**src/rtl/msbs_pkg.sv**
```systemverilog
// shared types and constants of the multi-slot blink scheduler
// payload word types, queue command type, codes and state machine states
// no dependencies
`default_nettype none

package msbs_pkg;

  // fixed field widths
  localparam int unsigned TIME_W   = 32;
  localparam int unsigned MASK_W   = 32;
  localparam int unsigned COLOR_W  = 24;
  localparam int unsigned COUNT_W  = 7;
  localparam int unsigned IVL_W    = 16;
  localparam int unsigned HALVES_W = 8;
  localparam int unsigned SLOT_W   = 2;
  localparam int unsigned KIND_W   = 3;

  // register reset value
  localparam logic [IVL_W-1:0] REFRESH_RESET = 16'd1000;

  // command queue depth
  localparam int unsigned QUEUE_DEPTH = 2;

  // input opcodes
  typedef enum logic [1:0] {
    OP_TICK   = 2'd0,
    OP_FLASH  = 2'd1,
    OP_CANCEL = 2'd2,
    OP_UNDEF  = 2'd3
  } opcode_e;

  // result kinds
  typedef enum logic [KIND_W-1:0] {
    KIND_RENDER = 3'd0,
    KIND_PAINT  = 3'd1,
    KIND_TICK   = 3'd2,
    KIND_IGNORE = 3'd3,
    KIND_CANCEL = 3'd4
  } kind_e;

  // classified commands in the queue
  typedef enum logic [1:0] {
    CMD_TICK,
    CMD_FLASH,
    CMD_CANCEL,
    CMD_IGNORE
  } cmd_e;

  // back end sequencer states
  typedef enum logic [1:0] {
    BK_IDLE,
    BK_SCAN,
    BK_SUMMARY
  } back_state_e;

  // input word
  typedef struct packed {
    logic [1:0]         opcode;
    logic [TIME_W-1:0]  now_ms;
    logic [MASK_W-1:0]  tile_mask;
    logic [COLOR_W-1:0] flash_color;
    logic [COUNT_W-1:0] blink_count;
    logic [IVL_W-1:0]   blink_interval;
  } in_word_t;

  // result word
  typedef struct packed {
    logic [KIND_W-1:0]  kind;
    logic [SLOT_W-1:0]  slot;
    logic [MASK_W-1:0]  tiles;
    logic               show_flash;
    logic [COLOR_W-1:0] color;
    logic               job_done;
    logic               show_request;
    logic               last_item;
  } out_word_t;

  // queue entry
  typedef struct packed {
    cmd_e                cmd;
    logic [TIME_W-1:0]   now_ms;
    logic [MASK_W-1:0]   mask;
    logic [COLOR_W-1:0]  color;
    logic [HALVES_W-1:0] halves;
    logic [IVL_W-1:0]    interval;
  } cmd_t;

endpackage

`default_nettype wire

```
**src/rtl/multi_slot_blink_scheduler.sv**
```systemverilog
// multi-slot blink scheduler top level: front end, command queue, back end
// flash, cancel and ignored words pass through the queue and the output register to the result
// a flash, cancel or ignored word is handled in the idle state; a tick is popped in the idle state,
//   then scans the slots one by one, then writes a summary, waiting for the output under out stall
// reset (rst_ni low, asynchronous): all slots free, queue empty, no result pending,
//   refresh_interval 1000, last refresh time 0
`default_nettype none

module multi_slot_blink_scheduler import msbs_pkg::*; #(
  parameter int unsigned JOB_SLOTS = 4,
  parameter int unsigned TILES     = 32
) (
  input  wire logic             clk_i,
  input  wire logic             rst_ni,
  input  wire logic             cfg_we_i,
  input  wire logic [IVL_W-1:0] cfg_wdata_i,
  input  wire logic             in_valid_i,
  output logic                  in_stall_o,
  input  wire in_word_t         in_word_i,
  output logic                  out_valid_o,
  input  wire logic             out_stall_i,
  output out_word_t             out_word_o
);

  logic push, q_full, q_empty, q_pop;
  cmd_t push_cmd, head_cmd;

  // accept and classify
  msbs_front #(
    .TILES(TILES)
  ) u_front (
    .in_valid_i (in_valid_i),
    .in_stall_o (in_stall_o),
    .in_word_i  (in_word_i),
    .q_full_i   (q_full),
    .push_o     (push),
    .cmd_o      (push_cmd)
  );

  // decoupling queue
  msbs_cmd_queue u_queue (
    .clk_i   (clk_i),
    .rst_ni  (rst_ni),
    .push_i  (push),
    .data_i  (push_cmd),
    .full_o  (q_full),
    .pop_i   (q_pop),
    .empty_o (q_empty),
    .head_o  (head_cmd)
  );

  // slot table and sequencer
  msbs_back #(
    .JOB_SLOTS(JOB_SLOTS)
  ) u_back (
    .clk_i       (clk_i),
    .rst_ni      (rst_ni),
    .cfg_we_i    (cfg_we_i),
    .cfg_wdata_i (cfg_wdata_i),
    .q_empty_i   (q_empty),
    .q_head_i    (head_cmd),
    .q_pop_o     (q_pop),
    .out_valid_o (out_valid_o),
    .out_stall_i (out_stall_i),
    .out_word_o  (out_word_o)
  );

endmodule

`default_nettype wire

```
**src/rtl/msbs_front.sv**
```systemverilog
// front end: accepts input words, trims the tile mask and classifies the command
// depends on msbs_pkg
`default_nettype none

module msbs_front import msbs_pkg::*; #(
  parameter int unsigned TILES = 32
) (
  input  wire logic     in_valid_i,
  output logic          in_stall_o,
  input  wire in_word_t in_word_i,
  input  wire logic     q_full_i,
  output logic          push_o,
  output cmd_t          cmd_o
);

  localparam logic [MASK_W-1:0] TILE_LIMIT =
    (TILES >= MASK_W) ? {MASK_W{1'b1}} : MASK_W'((64'd1 << TILES) - 64'd1);

  logic [MASK_W-1:0] mask;
  logic              empty_req;

  // hold off while the queue has no room
  assign in_stall_o = q_full_i;
  assign push_o     = in_valid_i && !q_full_i;

  // classify
  assign mask      = in_word_i.tile_mask & TILE_LIMIT;
  assign empty_req = (mask == '0) || (in_word_i.blink_count == '0);

  always_comb begin
    cmd_o.now_ms   = in_word_i.now_ms;
    cmd_o.mask     = mask;
    cmd_o.color    = in_word_i.flash_color;
    cmd_o.halves   = {in_word_i.blink_count, 1'b0};
    cmd_o.interval = in_word_i.blink_interval;
    unique case (opcode_e'(in_word_i.opcode))
      OP_TICK:   cmd_o.cmd = CMD_TICK;
      OP_FLASH:  cmd_o.cmd = empty_req ? CMD_IGNORE : CMD_FLASH;
      OP_CANCEL: cmd_o.cmd = CMD_CANCEL;
      default:   cmd_o.cmd = CMD_IGNORE;
    endcase
  end

endmodule

`default_nettype wire

```
**src/rtl/msbs_cmd_queue.sv**
```systemverilog
// short command queue between front and back end
// depends on msbs_pkg
`default_nettype none

module msbs_cmd_queue import msbs_pkg::*; (
  input  wire logic clk_i,
  input  wire logic rst_ni,
  input  wire logic push_i,
  input  wire cmd_t data_i,
  output logic      full_o,
  input  wire logic pop_i,
  output logic      empty_o,
  output cmd_t      head_o
);

  localparam int unsigned PTR_W = (QUEUE_DEPTH > 1) ? $clog2(QUEUE_DEPTH) : 1;
  localparam int unsigned CNT_W = $clog2(QUEUE_DEPTH + 1);

  cmd_t             mem_q [QUEUE_DEPTH];
  logic [PTR_W-1:0] wr_ptr_q, wr_ptr_d;
  logic [PTR_W-1:0] rd_ptr_q, rd_ptr_d;
  logic [CNT_W-1:0] cnt_q, cnt_d;

  assign full_o  = (cnt_q == CNT_W'(QUEUE_DEPTH));
  assign empty_o = (cnt_q == '0);
  assign head_o  = mem_q[rd_ptr_q];

  // pointer and fill count update
  always_comb begin
    wr_ptr_d = wr_ptr_q;
    rd_ptr_d = rd_ptr_q;
    cnt_d    = cnt_q;
    if (push_i) begin
      wr_ptr_d = (wr_ptr_q == PTR_W'(QUEUE_DEPTH - 1)) ? '0 : wr_ptr_q + 1'b1;
    end
    if (pop_i) begin
      rd_ptr_d = (rd_ptr_q == PTR_W'(QUEUE_DEPTH - 1)) ? '0 : rd_ptr_q + 1'b1;
    end
    if (push_i && !pop_i) begin
      cnt_d = cnt_q + 1'b1;
    end else if (!push_i && pop_i) begin
      cnt_d = cnt_q - 1'b1;
    end
  end

  always_ff @(posedge clk_i or negedge rst_ni) begin
    if (!rst_ni) begin
      wr_ptr_q <= '0;
      rd_ptr_q <= '0;
      cnt_q    <= '0;
    end else begin
      wr_ptr_q <= wr_ptr_d;
      rd_ptr_q <= rd_ptr_d;
      cnt_q    <= cnt_d;
    end
  end

  // entry storage
  always_ff @(posedge clk_i) begin
    if (push_i) begin
      mem_q[wr_ptr_q] <= data_i;
    end
  end

endmodule

`default_nettype wire

```
**src/rtl/msbs_back.sv**
```systemverilog
// back end: slot table, tick scan sequencer, refresh logic and output register
// depends on msbs_pkg
`default_nettype none

module msbs_back import msbs_pkg::*; #(
  parameter int unsigned JOB_SLOTS = 4
) (
  input  wire logic              clk_i,
  input  wire logic              rst_ni,
  input  wire logic              cfg_we_i,
  input  wire logic [IVL_W-1:0]  cfg_wdata_i,
  input  wire logic              q_empty_i,
  input  wire cmd_t              q_head_i,
  output logic                   q_pop_o,
  output logic                   out_valid_o,
  input  wire logic              out_stall_i,
  output out_word_t              out_word_o
);

  localparam int unsigned IDX_W = (JOB_SLOTS > 1) ? $clog2(JOB_SLOTS) : 1;

  back_state_e state_q, state_d;

  // slot table
  logic [JOB_SLOTS-1:0] active_q, active_d;
  logic [MASK_W-1:0]    tiles_q    [JOB_SLOTS];
  logic [MASK_W-1:0]    tiles_d    [JOB_SLOTS];
  logic [COLOR_W-1:0]   color_q    [JOB_SLOTS];
  logic [COLOR_W-1:0]   color_d    [JOB_SLOTS];
  logic [HALVES_W-1:0]  halves_q   [JOB_SLOTS];
  logic [HALVES_W-1:0]  halves_d   [JOB_SLOTS];
  logic [JOB_SLOTS-1:0] phase_q, phase_d;
  logic [IVL_W-1:0]     interval_q [JOB_SLOTS];
  logic [IVL_W-1:0]     interval_d [JOB_SLOTS];
  logic [TIME_W-1:0]    next_q     [JOB_SLOTS];
  logic [TIME_W-1:0]    next_d     [JOB_SLOTS];

  // tick scan context
  logic [IDX_W-1:0]  idx_q, idx_d;
  logic [TIME_W-1:0] now_q, now_d;
  logic              dirty_q, dirty_d;
  logic [TIME_W-1:0] last_refresh_q, last_refresh_d;
  logic [IVL_W-1:0]  refresh_ivl_q;

  // output register
  logic      out_valid_q, out_valid_d;
  out_word_t out_q, out_d;
  logic      out_free;

  // helpers
  logic              free_found;
  logic [IDX_W-1:0]  free_idx;
  logic [TIME_W-1:0] due_diff;
  logic              due;
  logic [HALVES_W-1:0] halves_dec;
  logic [TIME_W-1:0] idle_time;
  logic              last_slot;

  assign out_free    = !out_valid_q || !out_stall_i;
  assign out_valid_o = out_valid_q;
  assign out_word_o  = out_q;

  // lowest free slot
  always_comb begin
    free_found = 1'b0;
    free_idx   = '0;
    for (int s = JOB_SLOTS - 1; s >= 0; s--) begin
      if (!active_q[s]) begin
        free_found = 1'b1;
        free_idx   = IDX_W'(s);
      end
    end
  end

  // due test and countdown of the scanned slot
  assign due_diff   = now_q - next_q[idx_q];
  assign due        = active_q[idx_q] && !due_diff[TIME_W-1];
  assign halves_dec = (halves_q[idx_q] != '0) ? halves_q[idx_q] - 1'b1 : '0;
  assign last_slot  = (idx_q == IDX_W'(JOB_SLOTS - 1));
  assign idle_time  = now_q - last_refresh_q;

  // sequencer next state and outputs
  always_comb begin
    state_d        = state_q;
    active_d       = active_q;
    tiles_d        = tiles_q;
    color_d        = color_q;
    halves_d       = halves_q;
    phase_d        = phase_q;
    interval_d     = interval_q;
    next_d         = next_q;
    idx_d          = idx_q;
    now_d          = now_q;
    dirty_d        = dirty_q;
    last_refresh_d = last_refresh_q;
    q_pop_o        = 1'b0;
    out_valid_d    = out_valid_q && out_stall_i;
    out_d          = out_q;

    unique case (state_q)
      BK_IDLE: begin
        if (!q_empty_i) begin
          priority if (q_head_i.cmd == CMD_TICK) begin
            // start a scan over all slots
            q_pop_o = 1'b1;
            now_d   = q_head_i.now_ms;
            idx_d   = '0;
            dirty_d = 1'b0;
            state_d = BK_SCAN;
          end else if (out_free) begin
            q_pop_o     = 1'b1;
            out_valid_d = 1'b1;
            out_d       = '0;
            out_d.last_item = 1'b1;
            unique case (q_head_i.cmd)
              CMD_FLASH: begin
                out_d.tiles        = q_head_i.mask;
                out_d.show_flash   = 1'b1;
                out_d.color        = q_head_i.color;
                out_d.show_request = 1'b1;
                if (free_found) begin
                  // claim the slot and start in the flash phase
                  out_d.kind           = KIND_RENDER;
                  out_d.slot           = SLOT_W'(free_idx);
                  active_d[free_idx]   = 1'b1;
                  tiles_d[free_idx]    = q_head_i.mask;
                  color_d[free_idx]    = q_head_i.color;
                  halves_d[free_idx]   = q_head_i.halves;
                  phase_d[free_idx]    = 1'b1;
                  interval_d[free_idx] = q_head_i.interval;
                  next_d[free_idx]     = q_head_i.now_ms + TIME_W'(q_head_i.interval);
                end else begin
                  out_d.kind = KIND_PAINT;
                end
              end
              CMD_CANCEL: begin
                out_d.kind = KIND_CANCEL;
                active_d   = '0;
              end
              default: begin
                out_d.kind = KIND_IGNORE;
              end
            endcase
          end
        end
      end

      BK_SCAN: begin
        // one slot per cycle, waiting on the output only for due slots
        if (!due || out_free) begin
          if (due) begin
            dirty_d            = 1'b1;
            halves_d[idx_q]    = halves_dec;
            out_valid_d        = 1'b1;
            out_d              = '0;
            out_d.kind         = KIND_RENDER;
            out_d.slot         = SLOT_W'(idx_q);
            out_d.tiles        = tiles_q[idx_q];
            out_d.color        = color_q[idx_q];
            out_d.show_request = 1'b1;
            if (halves_dec == '0) begin
              // job ran out: restore base colour and retire
              phase_d[idx_q]  = 1'b0;
              active_d[idx_q] = 1'b0;
              out_d.job_done  = 1'b1;
            end else begin
              phase_d[idx_q]   = !phase_q[idx_q];
              out_d.show_flash = !phase_q[idx_q];
              next_d[idx_q]    = now_q + TIME_W'(interval_q[idx_q]);
            end
          end
          if (last_slot) begin
            state_d = BK_SUMMARY;
          end else begin
            idx_d = idx_q + 1'b1;
          end
        end
      end

      BK_SUMMARY: begin
        // tick summary with refresh check
        if (out_free) begin
          out_valid_d     = 1'b1;
          out_d           = '0;
          out_d.kind      = KIND_TICK;
          out_d.last_item = 1'b1;
          if (dirty_q || ((active_q == '0) && (idle_time >= TIME_W'(refresh_ivl_q)))) begin
            out_d.show_request = 1'b1;
            last_refresh_d     = now_q;
          end
          state_d = BK_IDLE;
        end
      end

      default: begin
        state_d = BK_IDLE;
      end
    endcase
  end

  // control registers
  always_ff @(posedge clk_i or negedge rst_ni) begin
    if (!rst_ni) begin
      state_q        <= BK_IDLE;
      active_q       <= '0;
      out_valid_q    <= 1'b0;
      last_refresh_q <= '0;
      refresh_ivl_q  <= REFRESH_RESET;
    end else begin
      state_q        <= state_d;
      active_q       <= active_d;
      out_valid_q    <= out_valid_d;
      last_refresh_q <= last_refresh_d;
      if (cfg_we_i) begin
        refresh_ivl_q <= cfg_wdata_i;
      end
    end
  end

  // payload registers
  always_ff @(posedge clk_i) begin
    tiles_q    <= tiles_d;
    color_q    <= color_d;
    halves_q   <= halves_d;
    phase_q    <= phase_d;
    interval_q <= interval_d;
    next_q     <= next_d;
    idx_q      <= idx_d;
    now_q      <= now_d;
    dirty_q    <= dirty_d;
    out_q      <= out_d;
  end

endmodule

`default_nettype wire
```
**config.mk**
```make
export PLATFORM = sky130hd
export DESIGN_NAME = multi_slot_blink_scheduler
export DESIGN_NICKNAME = d
export VERILOG_FILES = /design/src/rtl/msbs_pkg.sv /design/src/rtl/multi_slot_blink_scheduler.sv /design/src/rtl/msbs_front.sv /design/src/rtl/msbs_cmd_queue.sv /design/src/rtl/msbs_back.sv
export SDC_FILE = /design/constraint.sdc
export NUM_CORES = 1
export LEC_CHECK = 0
export BUFFER_PORTS_ARGS = -buffer_cell sky130_fd_sc_hd__buf_4
export CAP_MARGIN = 20
export CORE_MARGIN = 2
export CORE_UTILIZATION = 45
export CTS_CLUSTER_SIZE = 30
export DETAILED_ROUTE_END_ITERATION = 10
export PLACE_DENSITY = 0.59
export REMOVE_ABC_BUFFERS = 1
export SLEW_MARGIN = 20
export SYNTH_ARGS = -nofsm -noshare
export SYNTH_HDL_FRONTEND = slang
export SYNTH_SLANG_ARGS = --single-unit
```
**constraint.sdc**
```tcl
create_clock -name clk_i -period 18.25 [get_ports clk_i]
set_input_delay 1.825 -clock clk_i [delete_from_list [all_inputs] [get_ports clk_i]]
set_output_delay 1.825 -clock clk_i [all_outputs]
set_load 0.01 [all_outputs]
```
==> results of run 1 <==
-- metal layers --
layer | vias to the layer above | GRT usage
li1 | 9961 | -
met1 | 11300 | 0.278
met2 | 777 | 0.349
met3 | 139 | 0.0403
met4 | 6 | 0.0591
met5 | - | 0
-- cell type report --
cell class | instances | area [um^2]
multi-input combinational | 1345 | 12000
clock buffer | 111 | 2380
timing repair buffer | 231 | 1750
tap | 1080 | 1350
antenna | 1 | 2.50
inverter | 115 | 432
clock inverter | 59 | 916
sequential | 837 | 24900
fill | 6711 | 39500
-- layout by cell type (no fill, tap or decap), types with 73 or more instances in the layout --
cell / count
mux4_2: 114
o22ai_1: 152
nand2_1: 88
clkbuf_16: 91
nor2_1: 101
edfxtp_1: 778
mux2_2: 99
buf_4: 230
ha_1: 123
inv_1: 115
a21oi_1: 73
-- worst register-to-register path: stages (launching register included) --
cell       delay (ns)
dfrtp_4          0.77
buf_4            0.69
mux2_2           0.46
ha_1             0.25
fa_1             0.42
a21o_1           0.23
a211oi_1         0.34
o211ai_1         0.17
o2111ai_1        0.15
nand3_1          0.14
o41ai_1          0.79
o21a_1           0.47
nor2_1           0.11
xnor2_1          0.35
o22ai_1          0.13
-- flip-flops by register name, indices dropped and copies added, names as in the netlist, 16 cells and up --
name and count:
u_back.next_q 128, u_back.refresh_ivl_q 16, u_back.last_refresh_q 32, u_back.now_q 32, u_back.color_q 96, u_back.tiles_q 128
u_queue.mem_q 226, u_back.interval_q 64, u_back.halves_q 32, u_back.out_word_o 65
-- synth_stat cells (14+ instances only) --
library cell,number
nand4_1,21
edfxtp_1,778
nand2b_1,19
buf_1,25
nand3_1,20
clkbuf_1,83
or2_2,16
dfrtp_1,53
ha_1,123
nor2b_1,17
mux2i_1,24
o21ai_0,57
a21o_1,39
xnor2_1,57
nor4_1,14
mux2_4,27
mux4_2,114
nor2_1,106
o22ai_1,152
inv_1,115
a21oi_1,77
nand2_1,92
mux2_2,99
o21a_1,14
a22o_1,57
nor3_1,18
xor2_1,34
-- per-stage QoR --
| stage | util | total power (uW) |
|---|---|---|
| 2_1_floorplan | - | 5370 |
| 3_3_place_gp | 0.485 | 6270 |
| 3_5_place_dp | 0.485 | 6340 |
| 4_1_cts | 0.525 | 8360 |
| 5_1_grt | 0.525 | 8770 |
| 6_report | 0.525 | 8300 |
-- worst paths after layout --
check | cells after the start | slack (ns) | startpoint | to
setup / recovery | 14 | 12.46 | u_queue.rd_ptr_q | u_back.next_q[116]
hold / removal | 1 | 0.51 | u_back.last_refresh_q[13] | u_back.last_refresh_q[13]
setup reg to reg | 14 | 12.46 | u_queue.rd_ptr_q | u_back.next_q[116]
hold reg to reg | 1 | 0.51 | u_back.last_refresh_q[13] | u_back.last_refresh_q[13]
max in group asynchronous | 1 | 16.32 | rst_ni | u_queue.rd_ptr_q
min in group asynchronous | 1 | 1.28 | rst_ni | u_back.refresh_ivl_q[13]
-- power by group through the flow --
stage / combinational (uW) / sequential (uW) / clock (uW)
2_1_floorplan: 2300 / 3070 / 0
3_3_place_gp: 3330 / 2940 / 0
3_5_place_dp: 3390 / 2950 / 0
4_1_cts: 3410 / 2920 / 2030
5_1_grt: 3720 / 2950 / 2100
6_report: 3400 / 2910 / 1990
-- kinds of logic (layout without fill, tap and decap cells) --
logic type	Yosys count	after routing
mux	265	265
buf+inv	230	516
xor+xnor	91	91
flops	837	837
other cells	0	1
fa+ha+maj	126	126
simple gates	375	375
compound gates	488	488
==> impl_metrics.json, run 1 <==
{
  "setup_viol": 0,
  "wl_met3_um": 6020,
  "synthArstFlopShare": 0.0705,
  "rows": 106,
  "area_delta_synth_final_pct": 16.1,
  "gp_congestion": 0.836,
  "antenna_found_initial": 3,
  "grt_max_degree": 66,
  "ys_ff_latch": 837,
  "ios": 201,
  "powerDensity_nw_per_um2": 190,
  "crit_family": "compound AO/OA/AOI/OAI gates",
  "worstPathCellList": "buf_4, mux2_2, ha_1, fa_1, a21o_1, a211oi_1, o211ai_1, o2111ai_1, nand3_1, o41ai_1, o21a_1, nor2_1, xnor2_1, o22ai_1",
  "vias": 22200,
  "ant_nets": 0,
  "finalCriticalPeriod_ns": 5.79,
  "drt-initial-drc-count": 1546,
  "layout-drive-gt1-share": 0.246,
  "synth_flop_cell": "edfxtp_1",
  "synth-adder-area-share": 0.0425,
  "syn_inst": 2412,
  "synth_top_family_by_area": "multiplexers",
  "die_h_um": 293,
  "synthSimpleGateAreaFrac": 0.0491,
  "required_ns": 18.59,
  "synth.area.top_cells": "edfxtp_1, mux4_2, ha_1",
  "place_inst": 3607,
  "clockBufferDepth": 3,
  "wl_met2_um": 43700,
  "wl_met1_um": 38300,
  "synth.area.mux_share": 0.115,
  "switching_share": 0.361,
  "cap_violations": 0,
  "cts_made_buffers": 91,
  "dp_hpwl_um": 54800,
  "cp_slowest_cell": "o41ai_1",
  "grt_usage": 0.208,
  "synth_warnings": 0,
  "startpoint_type": "flip-flop",
  "whs_ns": 0.509,
  "dp_slack_ns": 12.40,
  "root_buffer": "clkbuf_16",
  "intPower_uw": 5300,
  "ctsHoldBuffers": 0,
  "synth.top_cell.area_share": 0.621,
  "slew_headroom": 0.235,
  "final_area_um2": 43700,
  "power.clock.fraction": 0.240,
  "setup_tns_ns": 0,
  "firstDrtPassIters": 7,
  "synth_xor_xnor_area_share": 0.0212,
  "yosysUniqueCellTypes": 77,
  "placed_area_um2": 40400,
  "tightest_slew_ns": 1.13,
  "grt_pass1_wl_um": 137000,
  "ir_worst_vdd_v": 0.000131,
  "hold_path_class": "reg -> reg",
  "wl_per_cell_um": 23.8,
  "syn-mean-instance-area_um2": 15.6,
  "cts_tree": "built",
  "cts_resized": 0,
  "switching_power_uw": 3000,
  "combPwrFrac": 0.409,
  "fp.dieW_um": 293,
  "synth_edf_count": 778,
  "skew_ns": 0.0741,
  "htree_levels": 3,
  "cts.sinks": 837,
  "syn_area_um2": 37600,
  "grt.overflow.total": 0,
  "fmax_ghz": 0.173,
  "io_buffers": 200,
  "hold_viol": 0,
  "fp.coreArea_um2": 83200,
  "status": "finished, final reports clean",
  "start_util": 0.452,
  "postCtsSetupBuffers": 0,
  "wl_um": 89900,
  "post-route-drc-count": 0,
  "crit_arrival_ns": 6.13,
  "path_clk_slew_ns": 0.06,
  "worstSetupPathType": "reg -> reg",
  "synth_seq_area_share": 0.660,
  "yosys.area.top_type": "edfxtp_1",
  "grt_pass1_vias": 23000,
  "cp-end-kind": "flip-flop",
  "period_share": 0.317,
  "seq_power_share": 0.351,
  "critPathMaxFanout": 47,
  "synth-compound-area-share": 0.0879,
  "final_cells": 3779,
  "worst-path-buf-inv": 1,
  "fin_nets": 2881,
  "critical_path.max_stage_delay_ns": 0.79,
  "rsz0062_at_grt": "false",
  "die-area_um2": 85900,
  "top_layer": "met5",
  "p_leak_uw": 0.0156,
  "vias_per_cell": 5.87,
  "drv_slew": 0,
  "clkLatencyLatePin_ns": 0.70,
  "setup_ws_ns": 12.46
}
Note: power is estimated with default switching activity, not from simulation.
==> inputs of run 2 (changes only) <==
- PLACE_DENSITY: 0.59 -> 0.61
- clock period: 18.25 -> 5.1 ns (I/O delays scaled with it)
==> run 2 against run 1 <==
  * Die area did not move
  * Total power rose to 3.5 times the previous value
  * Register-to-register slack got worse by 12 ns
  * Critical path type unchanged
  * Largest cell class unchanged
==> impl_metrics.json, run 2 (synthesized netlist as in run 1, its figures left out) <==
{
  "worst-path-buf-inv": 2,
  "ir_worst_vdd_v": 0.000396,
  "startpoint_type": "flip-flop",
  "skew_ns": 0.0436,
  "grt_max_degree": 69,
  "drv_slew": 0,
  "p_leak_uw": 0.0157,
  "htree_levels": 3,
  "layout-drive-gt1-share": 0.250,
  "vias_per_cell": 5.86,
  "cp-end-kind": "flip-flop",
  "crit_arrival_ns": 5.29,
  "antenna_found_initial": 3,
  "final_cells": 3810,
  "drt-initial-drc-count": 1977,
  "finalPower_uw": 29400,
  "place_inst": 3632,
  "period_share": 0.939,
  "cap_violations": 0,
  "critPathMaxFanout": 16,
  "setup_viol": 0,
  "start_util": 0.452,
  "area_delta_synth_final_pct": 16.5,
  "grt.overflow.total": 0,
  "wl_per_cell_um": 23.9,
  "worstPathCellList": "inv_1, ha_1, fa_1, nand2b_1, a21oi_4, o21ai_4, a21oi_2, nor2b_2, xor2_1, ha_1, nor2b_1, o21ai_1, o211ai_1, nor3_1, o221a_2, and4_1, nand4_1, a41o_2, buf_4, mux2_4",
  "required_ns": 5.60,
  "fmax_ghz": 0.209,
  "cp_slowest_cell": "fa_1",
  "slew_headroom": 0.240,
  "critical_path.max_stage_delay_ns": 0.46,
  "hold_path_class": "in -> reg",
  "clockBufferDepth": 3,
  "dp_slack_ns": 0.0113,
  "fp.coreArea_um2": 83200,
  "rsz0062_at_grt": "false",
  "worstSetupPathType": "reg -> reg",
  "final_area_um2": 43800,
  "largest_reg_flops": 226,
  "tightest_slew_ns": 1.14,
  "cts_made_buffers": 89,
  "io_buffers": 200,
  "setup_ws_ns": 0.311,
  "die-area_um2": 85900,
  "fin_nets": 2915,
  "powerDensity_nw_per_um2": 671,
  "crit_family": "compound AO/OA/AOI/OAI gates",
  "hold_viol": 0,
  "cts.sinks": 837,
  "cp_common_cell": "ha_1",
  "gp_congestion": 0.855,
  "vias": 22300,
  "fp.dieW_um": 293,
  "cts_tree": "built",
  "rows": 106,
  "grt_usage": 0.210,
  "clkLatencyLatePin_ns": 0.66,
  "wl_um": 91200,
  "final_util": 0.527,
  "layout_commonest_cell": "edfxtp_1",
  "ios": 201,
  "finalCriticalPeriod_ns": 4.79,
  "path_clk_slew_ns": 0.06,
  "top_register": "u_queue.mem_q",
  "mostFrequentLayoutCells": "edfxtp_1, buf_4, o22ai_1",
  "dp_hpwl_um": 57800,
  "placed_area_um2": 40700,
  "post-route-drc-count": 0,
  "grt_pass1_wl_um": 138000,
  "top_regs": "u_queue.mem_q x226, u_back.next_q x128, u_back.tiles_q x128",
  "root_buffer": "clkbuf_16",
  "status": "finished, final reports clean",
  "ant_nets": 0,
  "firstDrtPassIters": 5,
  "die_h_um": 293,
  "grt_pass1_vias": 23300
}
-- run 2: final timing paths --
check                                              start                        to  slack, ns  cells after the start
worst min register to register  u_back.last_refresh_q[8]  u_back.last_refresh_q[8]       0.51                      1
worst max-delay path                     u_back.now_q[0]  u_back.last_refresh_q[6]       0.31                     20
max in group asynchronous                         rst_ni          u_queue.rd_ptr_q       3.94                      2
worst min-delay path                       in_word_i[35]      u_queue.mem_q[1][35]       0.04                      1
min in group asynchronous                         rst_ni  u_back.refresh_ivl_q[11]       0.51                      2
worst max register to register           u_back.now_q[0]  u_back.last_refresh_q[6]       0.31                     20
-- run 2: routing by layer --
| layer | part of all wire | track usage | vias up |
|---|---|---|---|
| met3 | 0.068 | 0.0424 | 139 |
| met1 | 0.41 | 0.273 | 11400 |
| met5 | 0.00031 | 0 | - |
| met2 | 0.50 | 0.359 | 723 |
| met4 | 0.019 | 0.0556 | 4 |
| li1 | - | - | 10000 |
-- run 2: timing repair --
action                                  CTS  global route
pin swaps                                 0             1
gates resized for setup                   1             7
hold buffers                              9             0
setup buffers                             0             3
hold endpoints to repair                 35             0
endpoints found under the setup margin   20            32
-- run 2: area by class of cell --
class                           count  area, um^2
Clock buffer                      105        2320
Inverter                          115         432
Fill cell                        6705       39300
Timing Repair Buffer              267        2230
Antenna cell                        1        2.50
Tap cell                         1080        1350
Clock inverter                     60         653
Multi-Input combinational cell   1345       12000
Sequential cell                   837       24900
-- run 2: where the power goes --
part           internal (uW)  switching [uW]  total (uW)  leakage, uW
Clock                   3700            2720        6420      0.00142
Sequential              9790             572       10400      0.00787
Combinational           5110            7540       12600      0.00639
-- run 2: stage by stage --
step           hold slack, ns  setup TNS (ns)
3_5_place_dp            0.497               0
6_report               0.0395               0
4_1_cts              0.000173               0
2_1_floorplan           0.214        -2289.67
5_1_grt               0.00181               0
3_3_place_gp            0.497               0
